--- src/rtl/lfpd_pkg.sv ---
package lfpd_pkg;

	localparam int unsigned SENSOR_W = 8;
	localparam int unsigned ERR_W    = 4;
	localparam int unsigned CORR_W   = 8;
	localparam int unsigned SPEED_W  = 7;
	localparam int unsigned GAIN_W   = 4;
	localparam int unsigned CFG_IDX_W  = 3;
	localparam int unsigned CFG_DATA_W = 7;
	// Wide enough for the unclamped PD sum and for base plus or minus correction.
	localparam int unsigned CALC_W   = 10;

	localparam logic [SPEED_W-1:0] CRUISE_RST      = 7'd20;
	localparam logic [GAIN_W-1:0]  PROP_GAIN_RST   = 4'd4;
	localparam logic [GAIN_W-1:0]  DERIV_GAIN_RST  = 4'd1;
	localparam logic [SPEED_W-1:0] DRIVE_LIMIT_RST = 7'd25;
	localparam logic [SPEED_W-1:0] SPD_FLOOR_RST   = 7'd5;
	localparam logic [SPEED_W-1:0] SPD_CEIL_RST    = 7'd40;

	typedef enum logic [CFG_IDX_W-1:0] {
		CFG_CRUISE      = 3'd0,
		CFG_PROP_GAIN   = 3'd1,
		CFG_DERIV_GAIN  = 3'd2,
		CFG_DRIVE_LIMIT = 3'd3,
		CFG_SPD_FLOOR   = 3'd4,
		CFG_SPD_CEIL    = 3'd5
	} lfpd_cfg_idx_t;

	typedef struct packed {
		logic [SPEED_W-1:0] cruise_spd;
		logic [GAIN_W-1:0]  prop_gain;
		logic [GAIN_W-1:0]  deriv_gain;
		logic [SPEED_W-1:0] drive_limit;
		logic [SPEED_W-1:0] spd_floor;
		logic [SPEED_W-1:0] spd_ceil;
	} lfpd_cfg_t;

	// Current error and the error of the previous word.
	typedef struct packed {
		logic signed [ERR_W-1:0] err;
		logic signed [ERR_W-1:0] last;
	} lfpd_err_t;

	typedef struct packed {
		logic                    hit;
		logic signed [ERR_W-1:0] err;
	} lfpd_lut_t;

	function automatic lfpd_lut_t lfpd_pattern_err(input logic [SENSOR_W-1:0] bits);
		lfpd_lut_t r;
		r.hit = 1'b1;
		r.err = 4'sd0;
		case (bits)
			8'd0:   r.err = 4'sd0;
			8'd16:  r.err = 4'sd1;
			8'd8:   r.err = 4'sd1;
			8'd24:  r.err = 4'sd0;
			8'd60:  r.err = 4'sd0;
			8'd126: r.err = 4'sd0;
			8'd48:  r.err = 4'sd2;
			8'd32:  r.err = 4'sd2;
			8'd64:  r.err = 4'sd4;
			8'd96:  r.err = 4'sd4;
			8'd128: r.err = 4'sd6;
			8'd192: r.err = 4'sd6;
			8'd224: r.err = 4'sd6;
			8'd160: r.err = 4'sd6;
			8'd254: r.err = 4'sd6;
			8'd252: r.err = 4'sd6;
			8'd248: r.err = 4'sd6;
			8'd240: r.err = 4'sd6;
			8'd124: r.err = 4'sd4;
			8'd120: r.err = 4'sd4;
			8'd56:  r.err = 4'sd2;
			8'd12:  r.err = -4'sd2;
			8'd14:  r.err = -4'sd4;
			8'd30:  r.err = -4'sd4;
			8'd62:  r.err = -4'sd4;
			8'd31:  r.err = -4'sd6;
			8'd63:  r.err = -4'sd6;
			8'd125: r.err = -4'sd6;
			8'd4:   r.err = -4'sd2;
			8'd28:  r.err = -4'sd2;
			8'd2:   r.err = -4'sd4;
			8'd6:   r.err = -4'sd4;
			8'd1:   r.err = -4'sd6;
			8'd3:   r.err = -4'sd6;
			8'd7:   r.err = -4'sd6;
			8'd15:  r.err = -4'sd6;
			default: begin
				r.hit = 1'b0;
				r.err = 4'sd0;
			end
		endcase
		return r;
	endfunction

	// Raise to lo first, then lower to hi, so hi wins when lo is above hi.
	function automatic logic [SPEED_W-1:0] lfpd_clamp_speed(
		input logic signed [CALC_W-1:0] v,
		input logic [SPEED_W-1:0]       lo,
		input logic [SPEED_W-1:0]       hi
	);
		logic signed [CALC_W-1:0] t;
		logic signed [CALC_W-1:0] lo_w;
		logic signed [CALC_W-1:0] hi_w;
		lo_w = $signed({{(CALC_W-SPEED_W){1'b0}}, lo});
		hi_w = $signed({{(CALC_W-SPEED_W){1'b0}}, hi});
		t = v;
		if (t < lo_w) t = lo_w;
		if (t > hi_w) t = hi_w;
		return t[SPEED_W-1:0];
	endfunction

endpackage

--- src/rtl/lfpd_err_track.sv ---
module lfpd_err_track (
	input  logic                             clk,
	input  logic                             arst_n,
	input  logic [lfpd_pkg::SENSOR_W-1:0]    sensor_bits,
	input  logic                             update,
	output lfpd_pkg::lfpd_err_t              errs
);
	import lfpd_pkg::*;

	logic signed [ERR_W-1:0] last_error_q;
	lfpd_lut_t               lut;

	assign lut = lfpd_pattern_err(sensor_bits);

	// An unknown pattern keeps the previous error.
	assign errs.err  = lut.hit ? lut.err : last_error_q;
	assign errs.last = last_error_q;

	always_ff @(posedge clk or negedge arst_n) begin
		if (!arst_n) begin
			last_error_q <= '0;
		end else if (update) begin
			last_error_q <= errs.err;
		end
	end

	a_last_in_range: assert property (@(posedge clk) disable iff (!arst_n)
		(last_error_q >= -4'sd6) && (last_error_q <= 4'sd6))
		else $error("held error left the table range");

	a_hold_without_update: assert property (@(posedge clk) disable iff (!arst_n)
		!update |=> $stable(last_error_q))
		else $error("held error changed without a word moving");

	a_known_pattern_stored: assert property (@(posedge clk) disable iff (!arst_n)
		(update && lut.hit) |=> (last_error_q == $past(lut.err)))
		else $error("known pattern error was not stored");

endmodule

--- src/rtl/lfpd_pd_calc.sv ---
module lfpd_pd_calc (
	input  lfpd_pkg::lfpd_cfg_t                    cfg,
	input  lfpd_pkg::lfpd_err_t                    errs,
	output logic signed [lfpd_pkg::CORR_W-1:0]     correction,
	output logic [lfpd_pkg::SPEED_W-1:0]           wheel_left,
	output logic [lfpd_pkg::SPEED_W-1:0]           wheel_right
);
	import lfpd_pkg::*;

	logic signed [CALC_W-1:0] err_w;
	logic signed [CALC_W-1:0] last_w;
	logic signed [CALC_W-1:0] kp_w;
	logic signed [CALC_W-1:0] kd_w;
	logic signed [CALC_W-1:0] lim_w;
	logic signed [CALC_W-1:0] base_w;
	logic signed [CALC_W-1:0] diff_w;
	logic signed [CALC_W-1:0] p_term;
	logic signed [CALC_W-1:0] d_term;
	logic signed [CALC_W-1:0] pd_sum;
	logic signed [CALC_W-1:0] pd_clamped;

	assign err_w  = {{(CALC_W-ERR_W){errs.err[ERR_W-1]}}, errs.err};
	assign last_w = {{(CALC_W-ERR_W){errs.last[ERR_W-1]}}, errs.last};
	assign kp_w   = {{(CALC_W-GAIN_W){1'b0}}, cfg.prop_gain};
	assign kd_w   = {{(CALC_W-GAIN_W){1'b0}}, cfg.deriv_gain};
	assign lim_w  = {{(CALC_W-SPEED_W){1'b0}}, cfg.drive_limit};
	assign base_w = {{(CALC_W-SPEED_W){1'b0}}, cfg.cruise_spd};

	assign diff_w = err_w - last_w;
	assign p_term = kp_w * err_w;
	assign d_term = kd_w * diff_w;
	assign pd_sum = p_term + d_term;

	always_comb begin
		pd_clamped = pd_sum;
		if (pd_clamped > lim_w) pd_clamped = lim_w;
		if (pd_clamped < -lim_w) pd_clamped = -lim_w;
	end

	assign correction  = pd_clamped[CORR_W-1:0];
	assign wheel_left  = lfpd_clamp_speed(base_w - pd_clamped, cfg.spd_floor, cfg.spd_ceil);
	assign wheel_right = lfpd_clamp_speed(base_w + pd_clamped, cfg.spd_floor, cfg.spd_ceil);

endmodule

--- src/rtl/line_follow_pd_drive_core.sv ---
// PD steering for a line-following car.
// Input channel: one 8-bit sensor word (sensor_bits) per handshake on
// in_valid / in_stall. Output channel: line_error, correction, wheel_left and
// wheel_right on out_valid / out_stall. A word moves when valid is high and
// stall is low.
// One input register, then the table lookup and PD arithmetic feed the output
// register, and out_valid rises as a word moves into it. Throughput is one word
// per cycle while the receiver does not stall; the held error register is
// updated as each word moves into the output register, so consecutive words
// see the right previous error.
// When the receiver stalls, the output word holds and the input register still
// fills once; after that in_stall rises until the output frees up.
// Configuration registers are written through cfg_valid / cfg_ready with
// cfg_index and cfg_data; cfg_ready is always high, unknown indexes are ignored,
// and writes are meant to happen while no word is in flight.
// Reset clears the pipeline, sets the held error to zero and loads the
// default gains, limits and speeds.
module line_follow_pd_drive_core (
	input  logic                                    clk,
	input  logic                                    arst_n,
	input  logic                                    in_valid,
	output logic                                    in_stall,
	input  logic [lfpd_pkg::SENSOR_W-1:0]           sensor_bits,
	output logic                                    out_valid,
	input  logic                                    out_stall,
	output logic signed [lfpd_pkg::ERR_W-1:0]       line_error,
	output logic signed [lfpd_pkg::CORR_W-1:0]      correction,
	output logic [lfpd_pkg::SPEED_W-1:0]            wheel_left,
	output logic [lfpd_pkg::SPEED_W-1:0]            wheel_right,
	input  logic                                    cfg_valid,
	output logic                                    cfg_ready,
	input  logic [lfpd_pkg::CFG_IDX_W-1:0]          cfg_index,
	input  logic [lfpd_pkg::CFG_DATA_W-1:0]         cfg_data
);
	import lfpd_pkg::*;

	lfpd_cfg_t               cfg_q;
	logic                    valid_s1;
	logic [SENSOR_W-1:0]     sensor_s1;
	logic                    advance;
	logic                    in_take;
	lfpd_err_t               errs;
	logic signed [CORR_W-1:0] corr_c;
	logic [SPEED_W-1:0]      left_c;
	logic [SPEED_W-1:0]      right_c;
	logic                    out_valid_q;
	logic signed [ERR_W-1:0] line_error_q;
	logic signed [CORR_W-1:0] correction_q;
	logic [SPEED_W-1:0]      wheel_left_q;
	logic [SPEED_W-1:0]      wheel_right_q;
	logic signed [CALC_W-1:0] corr_chk;
	logic signed [CALC_W-1:0] lim_chk;

	assign cfg_ready = 1'b1;

	always_ff @(posedge clk or negedge arst_n) begin
		if (!arst_n) begin
			cfg_q.cruise_spd  <= CRUISE_RST;
			cfg_q.prop_gain   <= PROP_GAIN_RST;
			cfg_q.deriv_gain  <= DERIV_GAIN_RST;
			cfg_q.drive_limit <= DRIVE_LIMIT_RST;
			cfg_q.spd_floor   <= SPD_FLOOR_RST;
			cfg_q.spd_ceil    <= SPD_CEIL_RST;
		end else if (cfg_valid && cfg_ready) begin
			case (cfg_index)
				CFG_CRUISE:      cfg_q.cruise_spd  <= cfg_data[SPEED_W-1:0];
				CFG_PROP_GAIN:   cfg_q.prop_gain   <= cfg_data[GAIN_W-1:0];
				CFG_DERIV_GAIN:  cfg_q.deriv_gain  <= cfg_data[GAIN_W-1:0];
				CFG_DRIVE_LIMIT: cfg_q.drive_limit <= cfg_data[SPEED_W-1:0];
				CFG_SPD_FLOOR:   cfg_q.spd_floor   <= cfg_data[SPEED_W-1:0];
				CFG_SPD_CEIL:    cfg_q.spd_ceil    <= cfg_data[SPEED_W-1:0];
				default: ;
			endcase
		end
	end

	// The word in the input register moves on whenever the output register is
	// empty or being taken this cycle.
	assign advance  = valid_s1 && (!out_valid_q || !out_stall);
	assign in_stall = valid_s1 && !advance;
	assign in_take  = in_valid && !in_stall;

	always_ff @(posedge clk or negedge arst_n) begin
		if (!arst_n) begin
			valid_s1 <= 1'b0;
		end else if (in_take) begin
			valid_s1 <= 1'b1;
		end else if (advance) begin
			valid_s1 <= 1'b0;
		end
	end

	always_ff @(posedge clk) begin
		if (in_take) begin
			sensor_s1 <= sensor_bits;
		end
	end

	lfpd_err_track u_err (
		.clk         (clk),
		.arst_n      (arst_n),
		.sensor_bits (sensor_s1),
		.update      (advance),
		.errs        (errs)
	);

	lfpd_pd_calc u_calc (
		.cfg         (cfg_q),
		.errs        (errs),
		.correction  (corr_c),
		.wheel_left  (left_c),
		.wheel_right (right_c)
	);

	always_ff @(posedge clk or negedge arst_n) begin
		if (!arst_n) begin
			out_valid_q <= 1'b0;
		end else if (advance) begin
			out_valid_q <= 1'b1;
		end else if (!out_stall) begin
			out_valid_q <= 1'b0;
		end
	end

	always_ff @(posedge clk) begin
		if (advance) begin
			line_error_q  <= errs.err;
			correction_q  <= corr_c;
			wheel_left_q  <= left_c;
			wheel_right_q <= right_c;
		end
	end

	assign out_valid   = out_valid_q;
	assign line_error  = line_error_q;
	assign correction  = correction_q;
	assign wheel_left  = wheel_left_q;
	assign wheel_right = wheel_right_q;

	assign corr_chk = {{(CALC_W-CORR_W){correction_q[CORR_W-1]}}, correction_q};
	assign lim_chk  = {{(CALC_W-SPEED_W){1'b0}}, cfg_q.drive_limit};

	a_take_fills_s1: assert property (@(posedge clk) disable iff (!arst_n)
		in_take |=> valid_s1)
		else $error("accepted word did not reach the input register");

	a_stall_only_when_full: assert property (@(posedge clk) disable iff (!arst_n)
		in_stall |-> (valid_s1 && out_valid_q && out_stall))
		else $error("input stalled without a blocked output");

	a_s1_holds: assert property (@(posedge clk) disable iff (!arst_n)
		(valid_s1 && !advance) |=> (valid_s1 && $stable(sensor_s1)))
		else $error("blocked input word was lost or changed");

	a_corr_in_limit: assert property (@(posedge clk) disable iff (!arst_n)
		out_valid_q |-> ((corr_chk <= lim_chk) && (corr_chk >= -lim_chk)))
		else $error("correction outside the drive limit");

endmodule

--- config.mk ---
export PLATFORM = sky130hd
export DESIGN_NAME = line_follow_pd_drive_core
export DESIGN_NICKNAME = d
export VERILOG_FILES = /design/src/rtl/lfpd_pkg.sv /design/src/rtl/lfpd_err_track.sv /design/src/rtl/lfpd_pd_calc.sv /design/src/rtl/line_follow_pd_drive_core.sv
export SDC_FILE = /design/constraint.sdc
export NUM_CORES = 1
export LEC_CHECK = 0
export ABC_AREA = 0
export ABC_CLOCK_PERIOD_IN_PS = 18750
export BUFFER_PORTS_ARGS = -buffer_cell sky130_fd_sc_hd__buf_2
export CORE_MARGIN = 8
export CORE_UTILIZATION = 55
export DETAILED_ROUTE_END_ITERATION = 10
export PLACE_DENSITY = 0.74
export SLEW_MARGIN = 20
export SYNTH_ARGS = -nofsm -noshare
export SYNTH_HDL_FRONTEND = slang
export SYNTH_SLANG_ARGS = --single-unit
--- constraint.sdc ---
create_clock -name clk -period 18.75 [get_ports clk]
set_input_delay 1.875 -clock clk [delete_from_list [all_inputs] [get_ports clk]]
set_output_delay 1.875 -clock clk [all_outputs]
set_load 0.02 [all_outputs]
==> flow_metrics.tcl, run 1 <==
set metrics [dict create \
    cts.hold.buffers_added 0 \
    max_stage_delay_ns 0.55 \
    layout-drive-gt1-share 0.1692 \
    synth_most_common_cell "inv_1" \
    crit_start "sensor_s1[6]" \
    drcViolationCount 0 \
    critPathTopFamily "adder cells" \
    hp-start "valid_s1" \
    end_kind "flip-flop" \
    drt_iter0_markers 310 \
    yosys_warnings 0 \
    wl_met3_um 707 \
    report.final.slew_viol_count 0 \
    worst_pin_slew_ns 0.6292 \
    routed_wl_um 15900 \
    synthTopCellsByArea "ha_1 17%, edfxtp_1 14%, dfrtp_1 11%" \
    cp-start-kind "flip-flop" \
    critical_path_buf_inv_count 5 \
    worstSkewPairLatency_ns 0.34 \
    cts_buffer_depth 2 \
    ant_nets 0 \
    wl_met1_um 7169 \
    cts_tree "built" \
    synth_edf_count 34 \
    worstPathRequired_ns 18.83 \
    ys_ff_latch 76 \
    die_w_um 130.5 \
    gp_congestion 0.9112 \
    finalNonFillerCells 980 \
    first_pass_iters 5 \
    synth_flop_cell "edfxtp_1" \
    post_cts_resized 0 \
    ys_async_sr_fraction 0.5526 \
    met2_length_um 7782 \
    start_util 0.5532 \
    vias 5418 \
    synth_top_area_share 0.1701 \
    die_h_um 130.5 \
    netlist_area_sq_mm 0.007209 \
    avgSynthCellArea_sq_um 9.638 \
    grt_pass1_vias 5458 \
    syn_nets 896 \
    critPathSlowestCell "fa_1" \
    core-area_sq_mm 0.01303 \
    dp_cells 964 \
    num-fill-cells 1137 \
    min_period_ns 16.95 \
    seq_area_frac_synth 0.2893 \
    cp_data_arrival_time_ns 17.04 \
    utilization 0.6089 \
    final-setup-viol-count 0 \
    n_antenna_cell 0 \
    cts_setup_buffers 0 \
    antenna_found_initial 0 \
    critical_path_class "flip-flop to flip-flop" \
    grt_max_degree 43 \
    cts_max_level 3 \
    worstReg2RegStart "sensor_s1[6]" \
    worstPathMaxFanout 17 \
    portBuffers 50 \
    synth_cell_type_count 63 \
    gr-total-overflow 0 \
    synth_cells 748 \
    grt_usage 0.1946 \
    synth_common_cells "104 x inv_1, 98 x ha_1, 51 x nor2_1, 44 x nand2_1, 43 x a21oi_1" \
    fmaxAchievable_mhz 58.98 \
    dieArea_sq_mm 0.01703 \
    relSlewSlack 0.5799 \
    rsz0062_at_grt "false" \
    hold_viol_final 0 \
    status "completed" \
    cts-root-buf "clkbuf_16" \
    wire_per_inst_um 16.22 \
    post-route-period-util 0.9042 \
    nNetsFinal 947 \
    pin_count 52 \
    clk_pin_slew_worst_paths_ns 0.06 \
    yosysTopAreaCell "ha_1" \
    rows 42 \
    routed_via_density 5.529 \
    hp-class "flip-flop to flip-flop" \
    cts_buffers 9 \
    clock-sinks 76 \
    grt_pass1_wl_um 26320 \
    top_layer_used "met4" \
    max-cap-violations 0 \
    synthToLayoutAreaGrowth_pct 10.07 \
    tns_ns 0 \
    finalClockSkew_ns 0.005117 \
    dp_hpwl_um 12740 \
]
[worst reg2reg max path: cells and delay by family, from the launching register on]
family                     cells  cell delay [ns]
buffers and inverters          5             0.29
xor gates and xnor gates       2             0.66
muxes                          3             0.95
AOI/OAI and AO/OA             25             5.89
adders and majority gates     16             6.32
DFF                            1             0.50
and+or+nand+nor               17             2.11
[final cells by class]
class                      instances  area, sq um  area share
timing repair buffer              52        267.8     0.03374
multi-input combinational        556         4684      0.5903
clock inverter                     4        28.78    0.003627
inverter                         104        390.4     0.04920
sequential                        76         2086      0.2629
tap                              176        220.2     0.02775
clock buffer                      12        257.7     0.03248
[state kept, by name, summed over array words and instances, names as in the netlist]
name / cells
u_err.last_error_q: 4
out_valid: 1
sensor_s1: 8
wheel_left: 7
valid_s1: 1
cfg_q: 36
line_error: 4
correction: 8
wheel_right: 7
[stage by stage]
stage | hold slack (ns) | setup WS [ns] | instance area, sq um
4_1_cts | 0.5059 | 1.993 | 7933
5_1_grt | 0.5275 | 0.7527 | 7935
6_report | 0.5007 | 1.796 | 7935
3_3_place_gp | 0.4753 | 2.604 | 7646
3_5_place_dp | 0.4924 | 2.133 | 7646
2_1_floorplan | 0.4564 | 3.530 | 7209
[path summary, 6_finish.rpt]
check	cells past startpoint	slack, ns	to
max reg2reg	68	1.80	wheel_left[1]
max in group asynchronous	1	16.83	u_err.last_error_q[3]
min	1	0.50	out_valid
min reg2reg	1	0.50	out_valid
max	68	1.80	wheel_left[1]
min in group asynchronous	1	1.53	cfg_q[2]
[logic make-up (layout without fill, tap and decap cells)]
family | after synthesis | in the layout | share of synthesized area
other | 1 | 1 | 0.0005202
flip-flops | 76 | 76 | 0.2893
multiplexers | 56 | 56 | 0.08938
XOR/XNOR | 27 | 27 | 0.03575
AND/OR/NAND/NOR | 195 | 195 | 0.1364
AO/OA/AOI/OAI | 152 | 152 | 0.1427
adder cells (fa/ha/maj) | 125 | 125 | 0.2451
buffers and inverters | 116 | 172 | 0.06092
[placed cells by master (no fill, tap or decap), types with 27 or more instances in the layout]
master	Yosys	final
a21oi_1	43	43
ha_1	98	98
fa_1	27	27
nand2_1	44	44
nor2_1	51	51
edfxtp_1	34	34
o21ai_0	38	38
dfrtp_1	31	31
buf_2	0	49
mux2_2	37	37
inv_1	104	103
[layer usage]
layer / vias to the layer above / global-route usage
li1: 2691 / -
met1: 2583 / 0.2496
met2: 126 / 0.3362
met3: 18 / 0.03409
met4: 0 / 0.04186
met5: - / 0
Power of run 1 is not shown: default switching activity piles up to over one toggle a cycle in this logic, so the estimate is an artifact.
==> run 2: changes to the inputs <==
Settings changed: CORE_UTILIZATION 55 to 57, PLACE_DENSITY 0.74 to 0.76.
==> run 2 against run 1 <==
Fmax barely moved; critical path type unchanged; highest routed layer unchanged; clock skew barely moved; critical endpoint unchanged; routed wire length rose by 1.2%.
==> flow_metrics.tcl, run 2 (synthesis gave the netlist of run 1 again) <==
set metrics [dict create \
    cts_buffers 9 \
    critPathSlowestCell "fa_1" \
    min_path_cells 1 \
    cts_tree "built" \
    grt_usage 0.1999 \
    max_stage_delay_ns 0.55 \
    critical_path_class "flip-flop to flip-flop" \
    fmaxAchievable_mhz 58.97 \
    antenna_found_initial 0 \
    rsz0062_at_grt "false" \
    layout-drive-gt1-share 0.1704 \
    cts-root-buf "clkbuf_16" \
    core-area_sq_mm 0.01247 \
    n_antenna_cell 0 \
    critPathTopFamily "compound AO/OA/AOI/OAI gates" \
    hp-class "flip-flop to flip-flop" \
    finalClockSkew_ns 0.004672 \
    tns_ns 0 \
    worstSkewPairLatency_ns 0.34 \
    die_w_um 128.5 \
    hold_viol_final 0 \
    routed_via_density 5.663 \
    pin_count 52 \
    post_cts_resized 0 \
    routed_wl_um 16090 \
    max_flop_register "cfg_q" \
    portBuffers 50 \
    cp-start-kind "flip-flop" \
    ff2ff_path_depth 70 \
    cp.depth 70 \
    end_kind "flip-flop" \
    dieArea_sq_mm 0.01650 \
    first_pass_iters 5 \
    layout_common_cells "103 x inv_1, 98 x ha_1, 51 x nor2_1" \
    ant_nets 0 \
    drcViolationCount 0 \
    critical_path_buf_inv_count 6 \
    gr-total-overflow 0 \
    synthToLayoutAreaGrowth_pct 10.41 \
    status "completed" \
    die_h_um 128.5 \
    final_common_cell "inv_1" \
    max-cap-violations 0 \
    start_util 0.5783 \
    cp_data_arrival_time_ns 17.04 \
    final-setup-viol-count 0 \
    cts.hold.buffers_added 0 \
    clock-sinks 76 \
    worstPathMaxFanout 17 \
    min_period_ns 16.96 \
    cp_common_cell "a21oi_1" \
    cts_buffer_depth 2 \
    grt_pass1_vias 5528 \
    clk_pin_slew_worst_paths_ns 0.06 \
    cts_setup_buffers 0 \
    largest_reg_flops 36 \
    grt_pass1_wl_um 26650 \
    rows 41 \
    post-route-period-util 0.9044 \
    dp_hpwl_um 12900 \
    gp_congestion 0.9321 \
    drt_iter0_markers 362 \
    wire_per_inst_um 16.48 \
    report.final.slew_viol_count 0 \
    worst_pin_slew_ns 0.6564 \
    relSlewSlack 0.5618 \
    cts_max_level 3 \
    nNetsFinal 947 \
    grt_max_degree 43 \
    vias 5527 \
    worstPathRequired_ns 18.83 \
]
## run 2: final cells by class
class | count | area, sq um
multi-input cells | 556 | 4684
fillers | 991 | 4506
flip-flops and latches | 76 | 2086
inverters | 104 | 390.4
clock buffers | 13 | 292.8
repair buffers | 52 | 267.8
well taps | 172 | 215.2
clock inverters | 3 | 23.77
## run 2: per-stage QoR
step | cells | hold WS [ns] | cell area, sq um | worst slack, ns | util
finish | 976 | 0.5033 | 7960 | 1.792 | 0.6386
global route | 976 | 0.5370 | 7960 | 0.8416 | 0.6386
CTS | 976 | 0.5034 | 7958 | 1.934 | 0.6384
detailed placement | 960 | 0.4893 | 7641 | 2.040 | 0.6130
global placement | 960 | 0.4741 | 7641 | 2.617 | 0.6130
floorplan | 748 | 0.4564 | 7209 | 3.530 | -
## run 2: path summary, 6_finish.rpt
check,start,slack [ns],to
hold reg to reg,valid_s1,0.50,out_valid
setup / recovery,sensor_s1[6],1.79,wheel_left[1]
max in group asynchronous,arst_n,16.83,cfg_q[5]
hold / removal,valid_s1,0.50,out_valid
setup reg to reg,sensor_s1[6],1.79,wheel_left[1]
min in group asynchronous,arst_n,1.52,cfg_q[0]
## run 2: worst reg2reg max path: cells and delay by family, from the launching register on
kind,cells,cell delay (ns)
DFF,1,0.50
AOI/OAI and AO/OA,29,6.43
adders and majority gates,14,5.61
and+or+nand+nor,17,2.34
muxes,3,0.96
buffers and inverters,6,0.46
xor gates and xnor gates,1,0.42
## run 2: routing by layer
metal	GRT usage	up-vias	wire length (um)
li1	-	2682	-
met1	0.2529	2695	7216
met2	0.3531	137	8064
met3	0.03103	13	683
met4	0.04056	0	123
met5	0	-	0
Power of run 2 is left out for the same reason.
==> run 3: changes to the inputs <==
Settings changed: ABC_CLOCK_PERIOD_IN_PS 18750 to 14000, CORE_UTILIZATION 57 to 56, PLACE_DENSITY 0.76 to 0.78.
Clock period 18.75 ns to 14 ns, I/O delays scaled along.
==> run 3 against run 2 <==
The flow now finishes with violations (negative setup slack); register-to-register slack lost 3.8 ns; clock-buffer cell count is 4 lower; utilization is 16 points higher; final cell count increased by 17%; setup slack got worse by 3.8 ns; via count increased by 34%; non-clock buffer count rose by 163; flip-flop and latch count did not move; die area increased by 1.6%; critical path type unchanged; largest cell class unchanged.
==> flow_metrics.tcl, run 3 (synthesis gave the netlist of run 1 again) <==
set metrics [dict create \
    cts.hold.buffers_added 0 \
    cp-start-kind "flip-flop" \
    wire_per_inst_um 25.14 \
    hp-class "flip-flop to flip-flop" \
    cp_common_cell "fa_1" \
    pre_cts_slack_ns -0.7574 \
    grt_pass1_vias 7248 \
    cts_buffers 9 \
    rows 41 \
    clk_pin_slew_worst_paths_ns 0.07 \
    fmaxAchievable_mhz 62.61 \
    die_h_um 129.5 \
    n_antenna_cell 0 \
    drt_iter0_markers 912 \
    fin_area_sq_mm 0.01002 \
    cts-root-buf "clkbuf_16" \
    clock-sinks 76 \
    largest_reg_flops 36 \
    gp_congestion 0.9819 \
    cts_max_level 3 \
    grt_max_degree 43 \
    layout_common_cells "154 x buf_4, 96 x inv_1, 73 x ha_1" \
    cts_buffer_depth 2 \
    synthToLayoutAreaGrowth_pct 38.98 \
    final-setup-viol-count 14 \
    antenna_found_initial 2 \
    hp-start "valid_s1" \
    worst_pin_slew_ns 1.054 \
    drcViolationCount 0 \
    reg2reg_slack_ns -1.97 \
    dp_hpwl_um 14490 \
    die_w_um 129.5 \
    post-route-period-util 1.141 \
    final_common_cell "buf_4" \
    worstReg2RegStart "sensor_s1[6]" \
    dieArea_sq_mm 0.01676 \
    worstPathRequired_ns 14.11 \
    routed_via_density 6.488 \
    placed_area_sq_mm 0.008523 \
    finalNonFillerCells 1139 \
    max-cap-violations 0 \
    worstPathMaxFanout 8 \
    layout-drive-gt1-share 0.4333 \
    pin_count 52 \
    routed_wl_um 28640 \
    crit_start "sensor_s1[6]" \
    core-area_sq_mm 0.01262 \
    vias 7390 \
    cp_data_arrival_time_ns 16.08 \
    max_flop_register "cfg_q" \
    grt_pass1_wl_um 35910 \
    fin_ws_ns -1.972 \
    grt_usage 0.2747 \
    critical_path_class "flip-flop to flip-flop" \
    hold_viol_final 0 \
    portBuffers 50 \
    status "finished with violations" \
    relSlewSlack 0.2972 \
    cts_tree "built" \
    worstSkewPairLatency_ns 0.37 \
    nNetsFinal 1110 \
    max_stage_delay_ns 0.52 \
    first_pass_iters 6 \
    rsz0062_at_grt "true" \
    ant_nets 0 \
    finalClockSkew_ns 0.01305 \
    report.final.slew_viol_count 0 \
    min_period_ns 15.97 \
    violations "negative setup slack" \
    gr-total-overflow 0 \
    start_util 0.5713 \
    critPathSlowestCell "fa_1" \
    tns_ns -22.37 \
    dp_cells 1056 \
    end_kind "flip-flop" \
]
## run 3: cell types whose count changed in the layout (fill, tap and decap cells not counted), sizes merged
cell / change
clkinvlp: +2
clkbuf: -4
inv: -1
buf: +163
clkinv: +1
bufinv: +2
## run 3: worst max-delay path: cells and delay by family, from the launching register on
family	cells	cell delay (ns)
AOI/OAI and AO/OA	25	4.62
xor gates and xnor gates	2	0.55
adders and majority gates	15	5.86
buffers and inverters	10	1.16
DFF	1	0.46
muxes	3	0.95
and+or+nand+nor	14	2.07
## run 3: layer usage
layer,vias to the layer above,wire (um),global-route usage
met1,3478,9287,0.3068
met2,656,13500,0.4657
met3,247,3380,0.05957
met5,-,41,0
li1,3005,-,-
met4,4,2428,0.1817
## run 3: worst paths after layout
check | to | depth (start not counted)
worst max-delay path | wheel_left[3] | 69
worst min-delay path | out_valid | 1
worst max register to register | wheel_left[3] | 69
worst min register to register | out_valid | 1
max in group asynchronous | out_valid | 1
min in group asynchronous | cfg_q[10] | 1
## run 3: final cells by class
type | count | area, sq um
clock buffers | 9 | 225.2
clock inverters | 7 | 100.1
fillers | 666 | 2600
inverters | 104 | 392.9
multi-input cells | 556 | 5470
flip-flops and latches | 76 | 2086
well taps | 172 | 215.2
repair buffers | 215 | 1530
## run 3: what timing repair did
action | CTS | global route
setup endpoints to repair | 14 | 14
gates resized for setup | 70 | 66
pin swaps | 40 | 49
buffers inserted | 49 | 21
## run 3: stage by stage
step | hold WS, ns | utilization
final | 0.5057 | 0.7940
after global routing | 0.5443 | 0.7940
after CTS | 0.5073 | 0.7542
after detailed placement | 0.4904 | 0.6754
after global placement | 0.4731 | 0.6750
after floorplan | 0.4564 | -
Power of run 3 is left out for the same reason.
